## config.mk

```make
export PLATFORM = sky130hd
export DESIGN_NAME = fat_timestamp_converter
export DESIGN_NICKNAME = d
export VERILOG_FILES = /design/src/rtl/fatc_pkg.sv /design/src/rtl/fatc_u2d.sv /design/src/rtl/fatc_d2u.sv /design/src/rtl/fat_timestamp_converter.sv
export SDC_FILE = /design/constraint.sdc
export NUM_CORES = 2
export LEC_CHECK = 0
export BUFFER_PORTS_ARGS = -buffer_cell sky130_fd_sc_hd__buf_2
export CAP_MARGIN = 20
export CORE_ASPECT_RATIO = 1.4
export CORE_MARGIN = 2
export CORE_UTILIZATION = 40
export DETAILED_ROUTE_END_ITERATION = 12
export GPL_ROUTABILITY_DRIVEN = 0
export MAX_ROUTING_LAYER = met4
export PLACE_DENSITY_LB_ADDON = 0.25
export SETUP_SLACK_MARGIN = 0.02
export SYNTH_ARGS = -nofsm -noshare
export SYNTH_HDL_FRONTEND = slang
export SYNTH_SLANG_ARGS = --single-unit
```

## constraint.sdc

```tcl
create_clock -name clk -period 9.5 [get_ports clk]
set_clock_uncertainty 0.15 [all_clocks]
set_input_delay 1.9 -clock clk [delete_from_list [all_inputs] [get_ports clk]]
set_output_delay 1.9 -clock clk [all_outputs]
set_load 0.005 [all_outputs]
```

## src/rtl/fatc_pkg.sv

```systemverilog
// ----------------------------------------------------------------------------
// FAT timestamp converter package
// Shared constants, reciprocal factors, the month table and zone helpers.
// ----------------------------------------------------------------------------
package fatc_pkg;

  // internal pipeline stages between the input register and the output register
  localparam int NUM_STG = 6;
  typedef logic [NUM_STG-1:0] stg_en_t;

  typedef enum logic {
    KIND_TO_DOS  = 1'b0,
    KIND_TO_UNIX = 1'b1
  } kind_t;

  localparam logic signed [33:0] EPOCH_1980 = 34'sd315532800;
  localparam logic [16:0] SECS_PER_DAY      = 17'd86400;
  localparam logic [15:0] DAYS_TO_1980_LEAP = 16'd3653;
  localparam logic [8:0]  LEAP_FEB_END      = 9'd59;

  // reciprocals, rounded up, exact over the operand ranges used
  localparam logic [24:0] RECIP_675_K34 = 25'd25451659;  // 2^34 / 675
  localparam logic [15:0] RECIP_365_K24 = 16'd45965;     // 2^24 / 365
  localparam logic [15:0] RECIP_15_K19  = 16'd34953;     // 2^19 / 15
  localparam logic [9:0]  RECIP_15_K13  = 10'd547;       // 2^13 / 15

  // cumulative days before each month; indices 12 to 15 count as zero
  function automatic logic [8:0] month_start(input logic [3:0] idx);
    logic [8:0] d;
    case (idx)
      4'd0:    d = 9'd0;
      4'd1:    d = 9'd31;
      4'd2:    d = 9'd59;
      4'd3:    d = 9'd90;
      4'd4:    d = 9'd120;
      4'd5:    d = 9'd151;
      4'd6:    d = 9'd181;
      4'd7:    d = 9'd212;
      4'd8:    d = 9'd243;
      4'd9:    d = 9'd273;
      4'd10:   d = 9'd304;
      4'd11:   d = 9'd334;
      default: d = 9'd0;
    endcase
    return d;
  endfunction

  // zone offset in seconds
  function automatic logic signed [16:0] zone_secs(input logic signed [10:0] zone);
    logic signed [16:0] z;
    z = 17'(zone);
    return z * 17'sd60;
  endfunction

endpackage

```

## src/rtl/fatc_u2d.sv

```systemverilog
// ----------------------------------------------------------------------------
// Unix to DOS pipeline
// Removes the zone offset, clamps to 1980 and splits into DOS time/date words.
// ----------------------------------------------------------------------------
module fatc_u2d
  import fatc_pkg::*;
(
  input  logic               clk,
  input  stg_en_t            en,
  input  logic signed [10:0] zone,
  input  logic signed [31:0] unix_seconds_in,
  output logic [15:0]        dos_time_out,
  output logic [15:0]        dos_date_out
);

  // stage 1
  logic signed [33:0] w;
  logic [30:0] v_nxt, v_r;
  // stage 2
  logic [48:0] prod_day;
  logic [14:0] day2_nxt, day2_r;
  logic [16:0] vlo_nxt, vlo_r;
  // stage 3
  logic [31:0] day_secs;
  logic [30:0] prod_yr;
  logic [16:0] sod_nxt, sod_r;
  logic [6:0]  y_nxt, y_r;
  logic [14:0] day3_r;
  // stage 4
  logic [30:0] prod_min;
  logic [10:0] mt_nxt, mt_r;
  logic [16:0] sec_full;
  logic [5:0]  sec4_nxt, sec4_r;
  logic [7:0]  y_p3, y_p2;
  logic [6:0]  y_m1;
  logic [14:0] off1_nxt, off1_r, off0_nxt, off0_r;
  logic [14:0] day4_r;
  logic [6:0]  y4_r;
  // stage 5
  logic [18:0] prod_hr;
  logic [4:0]  hr_nxt, hr_r;
  logic [10:0] min_full;
  logic [5:0]  min_nxt, min_r;
  logic [6:0]  yr5_nxt, yr5_r;
  logic [14:0] doy_full;
  logic [8:0]  doy_nxt, doy_r;
  logic [5:0]  sec5_r;
  // stage 6
  logic        leap;
  logic [8:0]  nl_nxt, nl_r;
  logic [3:0]  mon_nxt, mon_r;
  logic [15:0] time_nxt, time_r;
  logic [6:0]  yr6_r;

  // stage 1: zone removal and clamp, offset from 1980
  always_comb begin
    w = 34'(unix_seconds_in) - 34'(zone_secs(zone));
    if (w < EPOCH_1980) begin
      v_nxt = '0;
    end else begin
      v_nxt = 31'(w - EPOCH_1980);
    end
  end

  always_ff @(posedge clk) begin
    if (en[0]) begin
      v_r <= v_nxt;
    end
  end

  // stage 2: day number, v / 86400 as (v >> 7) / 675
  always_comb begin
    prod_day = 49'(v_r[30:7]) * 49'(RECIP_675_K34);
    day2_nxt = prod_day[48:34];
    vlo_nxt  = v_r[16:0];
  end

  always_ff @(posedge clk) begin
    if (en[1]) begin
      day2_r <= day2_nxt;
      vlo_r  <= vlo_nxt;
    end
  end

  // stage 3: second of day and first year estimate
  always_comb begin
    day_secs = 32'(day2_r) * 32'(SECS_PER_DAY);
    sod_nxt  = vlo_r - day_secs[16:0];
    prod_yr  = 31'(day2_r) * 31'(RECIP_365_K24);
    y_nxt    = prod_yr[30:24];
  end

  always_ff @(posedge clk) begin
    if (en[2]) begin
      sod_r  <= sod_nxt;
      y_r    <= y_nxt;
      day3_r <= day2_r;
    end
  end

  // stage 4: minute of day, seconds, day offsets for year and year-1
  always_comb begin
    prod_min = 31'(sod_r[16:2]) * 31'(RECIP_15_K19);
    mt_nxt   = prod_min[29:19];
    sec_full = sod_r - (17'({mt_nxt, 6'b0}) - 17'({mt_nxt, 2'b0}));
    sec4_nxt = sec_full[5:0];
    y_p3     = 8'(y_r) + 8'd3;
    y_m1     = y_r - 7'd1;
    y_p2     = 8'(y_r) + 8'd2;
    off1_nxt = 15'(y_p3[7:2]) + 15'(y_r) * 15'd365;
    // only used when the estimate is at least one
    off0_nxt = 15'(y_p2[7:2]) + 15'(y_m1) * 15'd365;
  end

  always_ff @(posedge clk) begin
    if (en[3]) begin
      mt_r   <= mt_nxt;
      sec4_r <= sec4_nxt;
      off1_r <= off1_nxt;
      off0_r <= off0_nxt;
      day4_r <= day3_r;
      y4_r   <= y_r;
    end
  end

  // stage 5: hour and minute, year correction and day of year
  always_comb begin
    prod_hr  = 19'(mt_r[10:2]) * 19'(RECIP_15_K13);
    hr_nxt   = prod_hr[17:13];
    min_full = mt_r - (11'({hr_nxt, 6'b0}) - 11'({hr_nxt, 2'b0}));
    min_nxt  = min_full[5:0];
    if (off1_r > day4_r) begin
      yr5_nxt  = y4_r - 7'd1;
      doy_full = day4_r - off0_r;
    end else begin
      yr5_nxt  = y4_r;
      doy_full = day4_r - off1_r;
    end
    doy_nxt = doy_full[8:0];
  end

  always_ff @(posedge clk) begin
    if (en[4]) begin
      hr_r   <= hr_nxt;
      min_r  <= min_nxt;
      sec5_r <= sec4_r;
      yr5_r  <= yr5_nxt;
      doy_r  <= doy_nxt;
    end
  end

  // stage 6: time word, leap day handling, month search
  always_comb begin
    time_nxt = {hr_r, min_r, sec5_r[5:1]};
    leap     = (yr5_r[1:0] == 2'b00);
    mon_nxt  = 4'd12;
    if (leap && doy_r == LEAP_FEB_END) begin
      // Feb 29
      nl_nxt  = doy_r;
      mon_nxt = 4'd2;
    end else begin
      nl_nxt = (!leap || doy_r <= LEAP_FEB_END) ? doy_r : doy_r - 9'd1;
      for (int m = 11; m >= 0; m--) begin
        if (month_start(4'(m)) > nl_nxt) begin
          mon_nxt = 4'(m);
        end
      end
    end
  end

  always_ff @(posedge clk) begin
    if (en[5]) begin
      time_r <= time_nxt;
      nl_r   <= nl_nxt;
      mon_r  <= mon_nxt;
      yr6_r  <= yr5_r;
    end
  end

  assign dos_time_out = time_r;
  assign dos_date_out = 16'(nl_r) - 16'(month_start(mon_r - 4'd1)) + 16'd1
                      + {7'b0, mon_r, 5'b0} + {yr6_r, 9'b0};

endmodule

```

## src/rtl/fatc_d2u.sv

```systemverilog
// ----------------------------------------------------------------------------
// DOS to Unix pipeline
// Turns DOS time/date words into Unix seconds, adds the zone offset.
// ----------------------------------------------------------------------------
module fatc_d2u
  import fatc_pkg::*;
(
  input  logic               clk,
  input  stg_en_t            en,
  input  logic signed [10:0] zone,
  input  logic [15:0]        dos_time_in,
  input  logic [15:0]        dos_date_in,
  output logic signed [31:0] unix_seconds_out
);

  logic [3:0]  midx;
  logic [6:0]  yr;
  logic        feb_adj;
  logic [15:0] days_nxt, days_r;
  logic [16:0] tsec_nxt, tsec1_r, tsec2_r;
  logic [32:0] prod_days;
  logic [31:0] dsec_nxt, dsec_r;
  logic [31:0] res_nxt, res3_r, res4_r, res5_r, res6_r;

  // stage 1: day count since 1970 and seconds of day
  always_comb begin
    midx    = dos_date_in[8:5] - 4'd1;
    yr      = dos_date_in[15:9];
    feb_adj = (yr[1:0] == 2'b00) && (midx < 4'd2);
    days_nxt = 16'(dos_date_in[4:0]) + 16'(month_start(midx)) + 16'(yr[6:2])
             + 16'(yr) * 16'd365 + DAYS_TO_1980_LEAP - 16'd1 - 16'(feb_adj);
    tsec_nxt = 17'({dos_time_in[4:0], 1'b0}) + 17'(dos_time_in[10:5]) * 17'd60
             + 17'(dos_time_in[15:11]) * 17'd3600;
  end

  always_ff @(posedge clk) begin
    if (en[0]) begin
      days_r  <= days_nxt;
      tsec1_r <= tsec_nxt;
    end
  end

  // stage 2: days to seconds
  always_comb begin
    prod_days = 33'(days_r) * 33'(SECS_PER_DAY);
    dsec_nxt  = prod_days[31:0];
  end

  always_ff @(posedge clk) begin
    if (en[1]) begin
      dsec_r  <= dsec_nxt;
      tsec2_r <= tsec1_r;
    end
  end

  // stage 3: final sum, wraps at 32 bits
  assign res_nxt = dsec_r + 32'(tsec2_r) + 32'(zone_secs(zone));

  // stages 3 to 6 register the result to line up with the Unix to DOS side
  always_ff @(posedge clk) begin
    if (en[2]) begin
      res3_r <= res_nxt;
    end
    if (en[3]) begin
      res4_r <= res3_r;
    end
    if (en[4]) begin
      res5_r <= res4_r;
    end
    if (en[5]) begin
      res6_r <= res5_r;
    end
  end

  assign unix_seconds_out = res6_r;

endmodule

```

## src/rtl/fat_timestamp_converter.sv

```systemverilog
// ----------------------------------------------------------------------------
// FAT timestamp converter
// Unix seconds to and from FAT (DOS) time/date words, one request per clock unless the result side stalls.
// ----------------------------------------------------------------------------
// Takes one request per clock and sustains one result per clock while
// out_tready stays high. A request spends 8 register stages from input to
// output (input register, six pipeline stages, output register) before its
// result shows on out_tvalid. The depth is set by the Unix to DOS path, where
// each reciprocal multiplier (days, years, minutes, hours) gets a stage of
// its own. Ready ripples back stage by stage, so empty stages keep taking
// requests while a result waits at the output. zone_minutes_west is written
// through cfg_we/cfg_wdata and must only change while the block is idle.
module fat_timestamp_converter
  import fatc_pkg::*;
(
  input  logic        clk,
  input  logic        rst_n,
  // configuration
  input  logic        cfg_we,
  input  logic [10:0] cfg_wdata,     // zone_minutes_west
  // request channel
  input  logic        in_tvalid,
  output logic        in_tready,
  input  logic [63:0] in_tdata,      // unix_seconds_in, dos_time_in, dos_date_in
  input  logic        in_tuser,      // kind
  // result channel
  output logic        out_tvalid,
  input  logic        out_tready,
  output logic [63:0] out_tdata      // unix_seconds_out, dos_time_out, dos_date_out
);

  logic signed [10:0] zone_r;
  logic [NUM_STG:0]   vld_r;
  logic [NUM_STG+1:0] rdy;
  kind_t              kind_r [NUM_STG+1];
  logic signed [31:0] unix_in_r;
  logic [15:0]        dos_time_in_r;
  logic [15:0]        dos_date_in_r;
  stg_en_t            en;
  logic [15:0]        u2d_time;
  logic [15:0]        u2d_date;
  logic signed [31:0] d2u_unix;
  logic               out_valid_r;
  logic [63:0]        out_data_nxt, out_data_r;

  always_ff @(posedge clk) begin
    if (!rst_n) begin
      zone_r <= '0;
    end else if (cfg_we) begin
      zone_r <= cfg_wdata;
    end
  end

  // a stage may load when it is empty or the stage after it loads
  always_comb begin
    rdy[NUM_STG+1] = !out_valid_r || out_tready;
    for (int k = NUM_STG; k >= 0; k--) begin
      rdy[k] = !vld_r[k] || rdy[k+1];
    end
  end

  assign in_tready = rdy[0];
  assign en        = rdy[NUM_STG:1];

  always_ff @(posedge clk) begin
    if (!rst_n) begin
      vld_r       <= '0;
      out_valid_r <= 1'b0;
    end else begin
      if (rdy[0]) begin
        vld_r[0] <= in_tvalid;
      end
      for (int k = 1; k <= NUM_STG; k++) begin
        if (rdy[k]) begin
          vld_r[k] <= vld_r[k-1];
        end
      end
      if (rdy[NUM_STG+1]) begin
        out_valid_r <= vld_r[NUM_STG];
      end
    end
  end

  always_ff @(posedge clk) begin
    if (rdy[0]) begin
      kind_r[0]     <= kind_t'(in_tuser);
      unix_in_r     <= in_tdata[31:0];
      dos_time_in_r <= in_tdata[47:32];
      dos_date_in_r <= in_tdata[63:48];
    end
    for (int k = 1; k <= NUM_STG; k++) begin
      if (rdy[k]) begin
        kind_r[k] <= kind_r[k-1];
      end
    end
  end

  fatc_u2d u_u2d (
    .clk             (clk),
    .en              (en),
    .zone            (zone_r),
    .unix_seconds_in (unix_in_r),
    .dos_time_out    (u2d_time),
    .dos_date_out    (u2d_date)
  );

  fatc_d2u u_d2u (
    .clk              (clk),
    .en               (en),
    .zone             (zone_r),
    .dos_time_in      (dos_time_in_r),
    .dos_date_in      (dos_date_in_r),
    .unix_seconds_out (d2u_unix)
  );

  // fields of the other direction read as zero
  always_comb begin
    if (kind_r[NUM_STG] == KIND_TO_UNIX) begin
      out_data_nxt = {32'b0, d2u_unix};
    end else begin
      out_data_nxt = {u2d_date, u2d_time, 32'b0};
    end
  end

  always_ff @(posedge clk) begin
    if (rdy[NUM_STG+1]) begin
      out_data_r <= out_data_nxt;
    end
  end

  assign out_tvalid = out_valid_r;
  assign out_tdata  = out_data_r;

endmodule

```

=== Word level (Yosys, flattened, before mapping) ===
Memory sizes are Yosys's and may differ from the RTL's.
Index checks and enable logic that the tools add are counted.

* Register bits after elaboration: 584
* RAM bits: 7
* Memory bits (read-only): 288
* Output and inout bits: 66
* Memories kept: 3

* Add/subtract/negate cells: 32
* Multiply operators: 12
* $lt $le $gt $ge: 16
* Eq/ne operators: 1
* Mux-type cells: 42
* Reduce and logical (&&, ||, !) cells: 25

{| class="wikitable"
|+ Memories
! name !! depth !! width !! read ports !! clocked after memory_dff !! write ports !! RTL line !! source
|-
| (no name shown) || 16 || 9 || 1 || 0 || 0 || fatc_pkg.sv:30 || <nowiki>case (idx)</nowiki>
|-
| (no name shown) || 16 || 9 || 1 || 0 || 0 || fatc_pkg.sv:30 ||
|-
| kind_r || 7 || 1 || 7 || 0 || 7 || fat_timestamp_converter.sv:35 || <nowiki>kind_t kind_r [NUM_STG+1];</nowiki>
|}

{| class="wikitable"
|+ Operators by type and width
! cell !! number
|-
| 9-bit 2-to-1 mux || 15
|-
| 9-bit > comparator || 12
|-
| 24-bit by 25-bit multiplier with 49-bit output (second input constant) || 1
|-
| 33-bit by 30-bit < comparator with 1-bit output (second input constant) || 1
|-
| 32-bit by 17-bit subtractor with 33-bit output || 1
|-
| 16-bit adder || 2
|-
| 32-bit by 17-bit adder with 32-bit output || 1
|-
| 32-bit adder || 1
|-
| 15-bit by 16-bit multiplier with 31-bit output (second input constant) || 1
|-
| 31-bit by 30-bit subtractor with 31-bit output (second input constant) || 1
|-
| 15-bit by 16-bit multiplier with 30-bit output (second input constant) || 1
|-
| 16-bit by 10-bit multiplier with 25-bit output (second input constant) || 1
|-
| 3-bit 2-to-1 mux || 8
|-
| 9-bit by 10-bit multiplier with 18-bit output (second input constant) || 1
|-
| 9-bit subtractor || 2
|-
| 17-bit adder || 1
|-
| 17-bit subtractor || 1
|-
| 16-bit by 1-bit adder with 16-bit output (second input constant) || 1
|-
| 16-bit by 12-bit adder with 16-bit output (second input constant) || 1
|-
| 16-bit by 5-bit adder with 16-bit output || 1
|-
| 16-bit by 9-bit adder with 16-bit output || 1
|-
| 7-bit by 2-bit adder with 8-bit output (second input constant) || 2
|-
| 7-bit by 9-bit multiplier with 16-bit output (second input constant) || 1
|-
| 16-bit by 1-bit subtractor with 16-bit output || 1
|-
| 31 further kinds || 69
|}

=== Logic depth before layout (Yosys ltp) ===
* Word-level depth: 17
* Depth in mapped cells: 35
* Mapped depth without buffers: 34

=== Modules after synthesis ===
A second synthesis with hierarchy kept.

* Cells, all modules: 4579
* Area total of the unflattened synthesis: 52514.1 um^2

{| class="wikitable"
|+ Modules (own cells, without submodules)
! module !! instances !! cells each !! area each (um^2)
|-
| fatc_u2d || 1 || 2925 || 31413.9
|-
| fatc_d2u || 1 || 1377 || 15879.0
|-
| fat_timestamp_converter || 1 || 277 || 5221.3
|}

=== Worst setup path after synthesis ===
No wires, ideal clock.

* Kind: register to register
* From: register u_u2d.v_r[28]
* To: register u_u2d.day2_r[14], data pin
* Setup time: 0.260 ns
* Arrival: 6.737 ns
* Setup slack: 2.353 ns
* Cell stages (with the launch flop): 27
* Path through: edfxtp_1 > ha_1 > fa_1 > inv_1 > fa_1 > inv_1 > fa_1 > inv_1 > fa_1 > inv_1 > fa_1 > fa_1 > ha_1 > a21o_1 > a21o_1 > a21o_1 > a21o_1 > a21o_1 > a21oi_1 > o21ai_0 > a221oi_1 > a21oi_1 > o31ai_1 > o21ai_0 > nor4_1 > nor3_1 > xnor2_1

* Longest elaborated chain between the ends: 1

{| class="wikitable"
|+ RTL lines
! what !! RTL line !! source
|-
| start, declared || fatc_u2d.sv:18 || <nowiki>logic [30:0] v_nxt, v_r;</nowiki>
|-
| start signal, assigned || fatc_u2d.sv:67 || <nowiki>v_r <= v_nxt;</nowiki>
|-
| 24-bit by 25-bit multiplier with 49-bit output || fatc_u2d.sv:73 || <nowiki>prod_day = 49'(v_r[30:7]) * 49'(RECIP_675_K34);</nowiki>
|-
| net u_u2d.prod_day[48] || fatc_u2d.sv:20 || <nowiki>logic [48:0] prod_day;</nowiki>
|-
| end signal, assigned || fatc_u2d.sv:80 || <nowiki>day2_r <= day2_nxt;</nowiki>
|-
| end, declared || fatc_u2d.sv:21 || <nowiki>logic [14:0] day2_nxt, day2_r;</nowiki>
|}

The timed path passes the listed nets, and every way through them passes these cells.
A chain may end at the register's enable or synchronous reset.

=== Worst setup path after layout ===
* From: register u_u2d.v_r[30]
* To: register u_u2d.day2_r[14], data pin

The elaborated chain is that of the path after synthesis.

==> flow_summary.ini <==
[setup_path]
worst-path-stages = 26
cp.buffers_inverters = 4
crit_fanout = 8
timing.critical_path.mode_cell = fa_1
critPathMaxStageDelay_ns = 0.58
start_kind = flop
cp-end-kind = flop
rr_worst_depth = 26
arrival_ns = 8.16
worstPathRequired_ns = 9.76
cpLargestDelayFamily = adder cells
path_class = reg -> reg
cpMaxStageDelayCell = edfxtp_1

[clock_network]
cts_sinks = 578
worstSkewPairLatency_ns = 0.66
clockRootBuffer = clkbuf_16
cts_tree = yes
post-cts-setup-buffers = 0
cts.repair.resized = 0
numCtsBuffers = 66
clk_pin_slew_ns = 0.06
postCtsHoldBufs = 0
htreeDepth = 3
cts_buffer_depth = 3

[placed_design]
placed_cells = 6165
dp_hpwl_um = 83600
port_buffers = 144
placed_cell_area_um2 = 53800
pre_cts_ws_ns = 1.55

[sta]
tightest_slew_ns = 1.04
rsz0062_at_grt = false
fin_crit_sh_pct = 83.2
finalHoldViolations = 0
fin_setup_tns_ns = 0
slew_headroom_pct = 30.4
finalMaxSlewViolations = 0
min_period_ns = 7.90
setup_violations = 0
max_freq_mhz = 127
fin_ws_ns = 1.60

[detailed_routing]
dr.max_layer_used = met4
remaining_drc_errors = 0
drt_pass1_iterations = 6
wl_met1_um = 41300
wl_per_cell_um = 16.0
first_iter_violations = 1107
finalWirelength_um = 101000
met3_length_um = 2380
viasPerCell = 4.86
ant_nets = 0
met2_wirelength_um = 54100
routed-via-count = 30600

[synthesis]
synth_cell_types = 102
ys_seq_elements = 578
synth_area_um2 = 51100
synth_top_area_share_pct = 32.9
yosysSeqAreaShare_pct = 33.6
syn_inst = 4393
ys_warn_count = 0
synth_ff_type = edfxtp_1
avgSynthCellArea_um2 = 11.6
synth_edf_count = 559
syn_nets = 5848
synth_area_leaders = edfxtp_1 33%, ha_1 24%, fa_1 16%, inv_1 6.5%, xnor2_1 3.7%
synth_area_leader_cell = edfxtp_1
async_reset_ff_share_pct = 0

[final_layout]
final_common_cell = ha_1
stdcell_area_um2 = 56200
mostFrequentLayoutCells = 960 x ha_1, 873 x inv_1, 559 x edfxtp_1
nNetsFinal = 6040
fillers = 11800
drive_above_1_share_pct = 7.27
area_delta_synth_final_pct = 9.97
stdcell_count = 6287

[global_route]
grt-ovfl-total = 0
grt_usage_pct = 16.5
grt_pass1_wl_um = 165000
first_global_vias = 32400
grt_start_max_net_pins = 74
antenna_found_initial = 1

[floorplanning]
start_util_pct = 40.2
die_w_um = 306
rows = 155
die_h_um = 427
ioPinCount = 147
dieArea_um2 = 131000
core-area_um2 = 127000

[flow_run]
cap_violations = 0

[min_path]
holdPathStages = 0
hp-class = reg -> reg

[run_status]
outcome = complete, no violations
## metal layers
metal,vias up,global-route usage [%]
met5,-,-
met4,0,5.81
met3,158,1.73
met2,381,30.7
met1,14700,18.2
li1,15300,-
## worst register-to-register path, cell delays in order, from the launching register on
cell      delay [ns]
edfxtp_1        0.58
ha_1            0.29
fa_1            0.51
inv_1           0.06
fa_1            0.51
inv_1           0.06
fa_1            0.53
inv_1           0.07
fa_1            0.53
inv_1           0.06
fa_1            0.50
fa_1            0.50
ha_1            0.35
a21o_1          0.19
a21o_1          0.17
a21o_1          0.18
a21o_1          0.18
a21o_1          0.17
a21oi_1         0.16
o21ai_0         0.16
a221oi_1        0.43
a21oi_1         0.16
o31ai_1         0.46
o21ai_0         0.29
nor4_1          0.23
nor3_1          0.11
xnor2_1         0.13
## cell usage after synthesis (all sizes together) (8+ instances only)
cell	count
clkbuf	21
or3	16
xor2	86
mux2i	29
nor2b	65
a21boi	8
edfxtp	559
nand2	91
a21oi	192
nand2b	23
ha	960
a21o	83
nor4	21
inv	881
nor3	57
o31ai	11
o21ai	93
nand3	41
dfxtp	19
o2111ai	9
o21a	28
nor2	160
buf	13
a31oi	15
xnor2	218
and2	45
o21bai	52
nand4	15
and3	24
a211oi	17
o211ai	12
fa	414
or2	15
## path summary, 6_finish.rpt
check / slack, ns / from / endpoint
hold reg to reg: 0.26 / u_d2u.res5_r[13] / u_d2u.unix_seconds_out[13]
setup reg to reg: 1.60 / u_u2d.v_r[30] / u_u2d.day2_r[14]
setup / recovery: 1.60 / u_u2d.v_r[30] / u_u2d.day2_r[14]
hold / removal: 0.26 / u_d2u.res5_r[13] / u_d2u.unix_seconds_out[13]
## kinds of logic after synthesis
kind of cell             Yosys count  share of synthesized area, %
adder cells (fa/ha/maj)         1376                          39.8
buffers and inverters            915                          6.78
AND/OR/NAND/NOR                  599                          6.15
AO/OA/AOI/OAI                    589                          7.75
flip-flops                       578                          33.6
XOR/XNOR                         305                          5.30
multiplexers                      30                         0.598
other                              1                       0.00734
## per-stage QoR
stage                     hold slack [ns]  utilization, %
final                               0.262            44.2
after global routing                0.270            44.2
after CTS                           0.264            44.2
after detailed placement            0.255            42.4
after global placement              0.251            42.4
after floorplan                     0.250               -
## flip-flops by register name, summed over array words and instances (netlist names), 25 cells and up
signal	flops
out_tdata	63
u_d2u.res3_r	31
u_d2u.res4_r	31
u_d2u.res5_r	31
u_d2u.unix_seconds_out	31
unix_in_r	31
u_u2d.v_r	30
u_d2u.dsec_r	25
## final cells by class
| type | count | area [µm²] | area share, % |
|---|---|---|---|
| Clock inverter | 50 | 638 | 1.14 |
| Timing Repair Buffer | 158 | 826 | 1.47 |
| Tap cell | 1648 | 2060 | 3.67 |
| Antenna cell | 2 | 5.00 | 0.00891 |
| Sequential cell | 578 | 17200 | 30.6 |
| Clock buffer | 70 | 1690 | 3.01 |
| Multi-Input combinational cell | 2900 | 30500 | 54.2 |
| Inverter | 881 | 3310 | 5.90 |
Power is left out: the tool's default activity adds up to more than one toggle a clock period on the data nets, which glitch-free logic cannot reach.
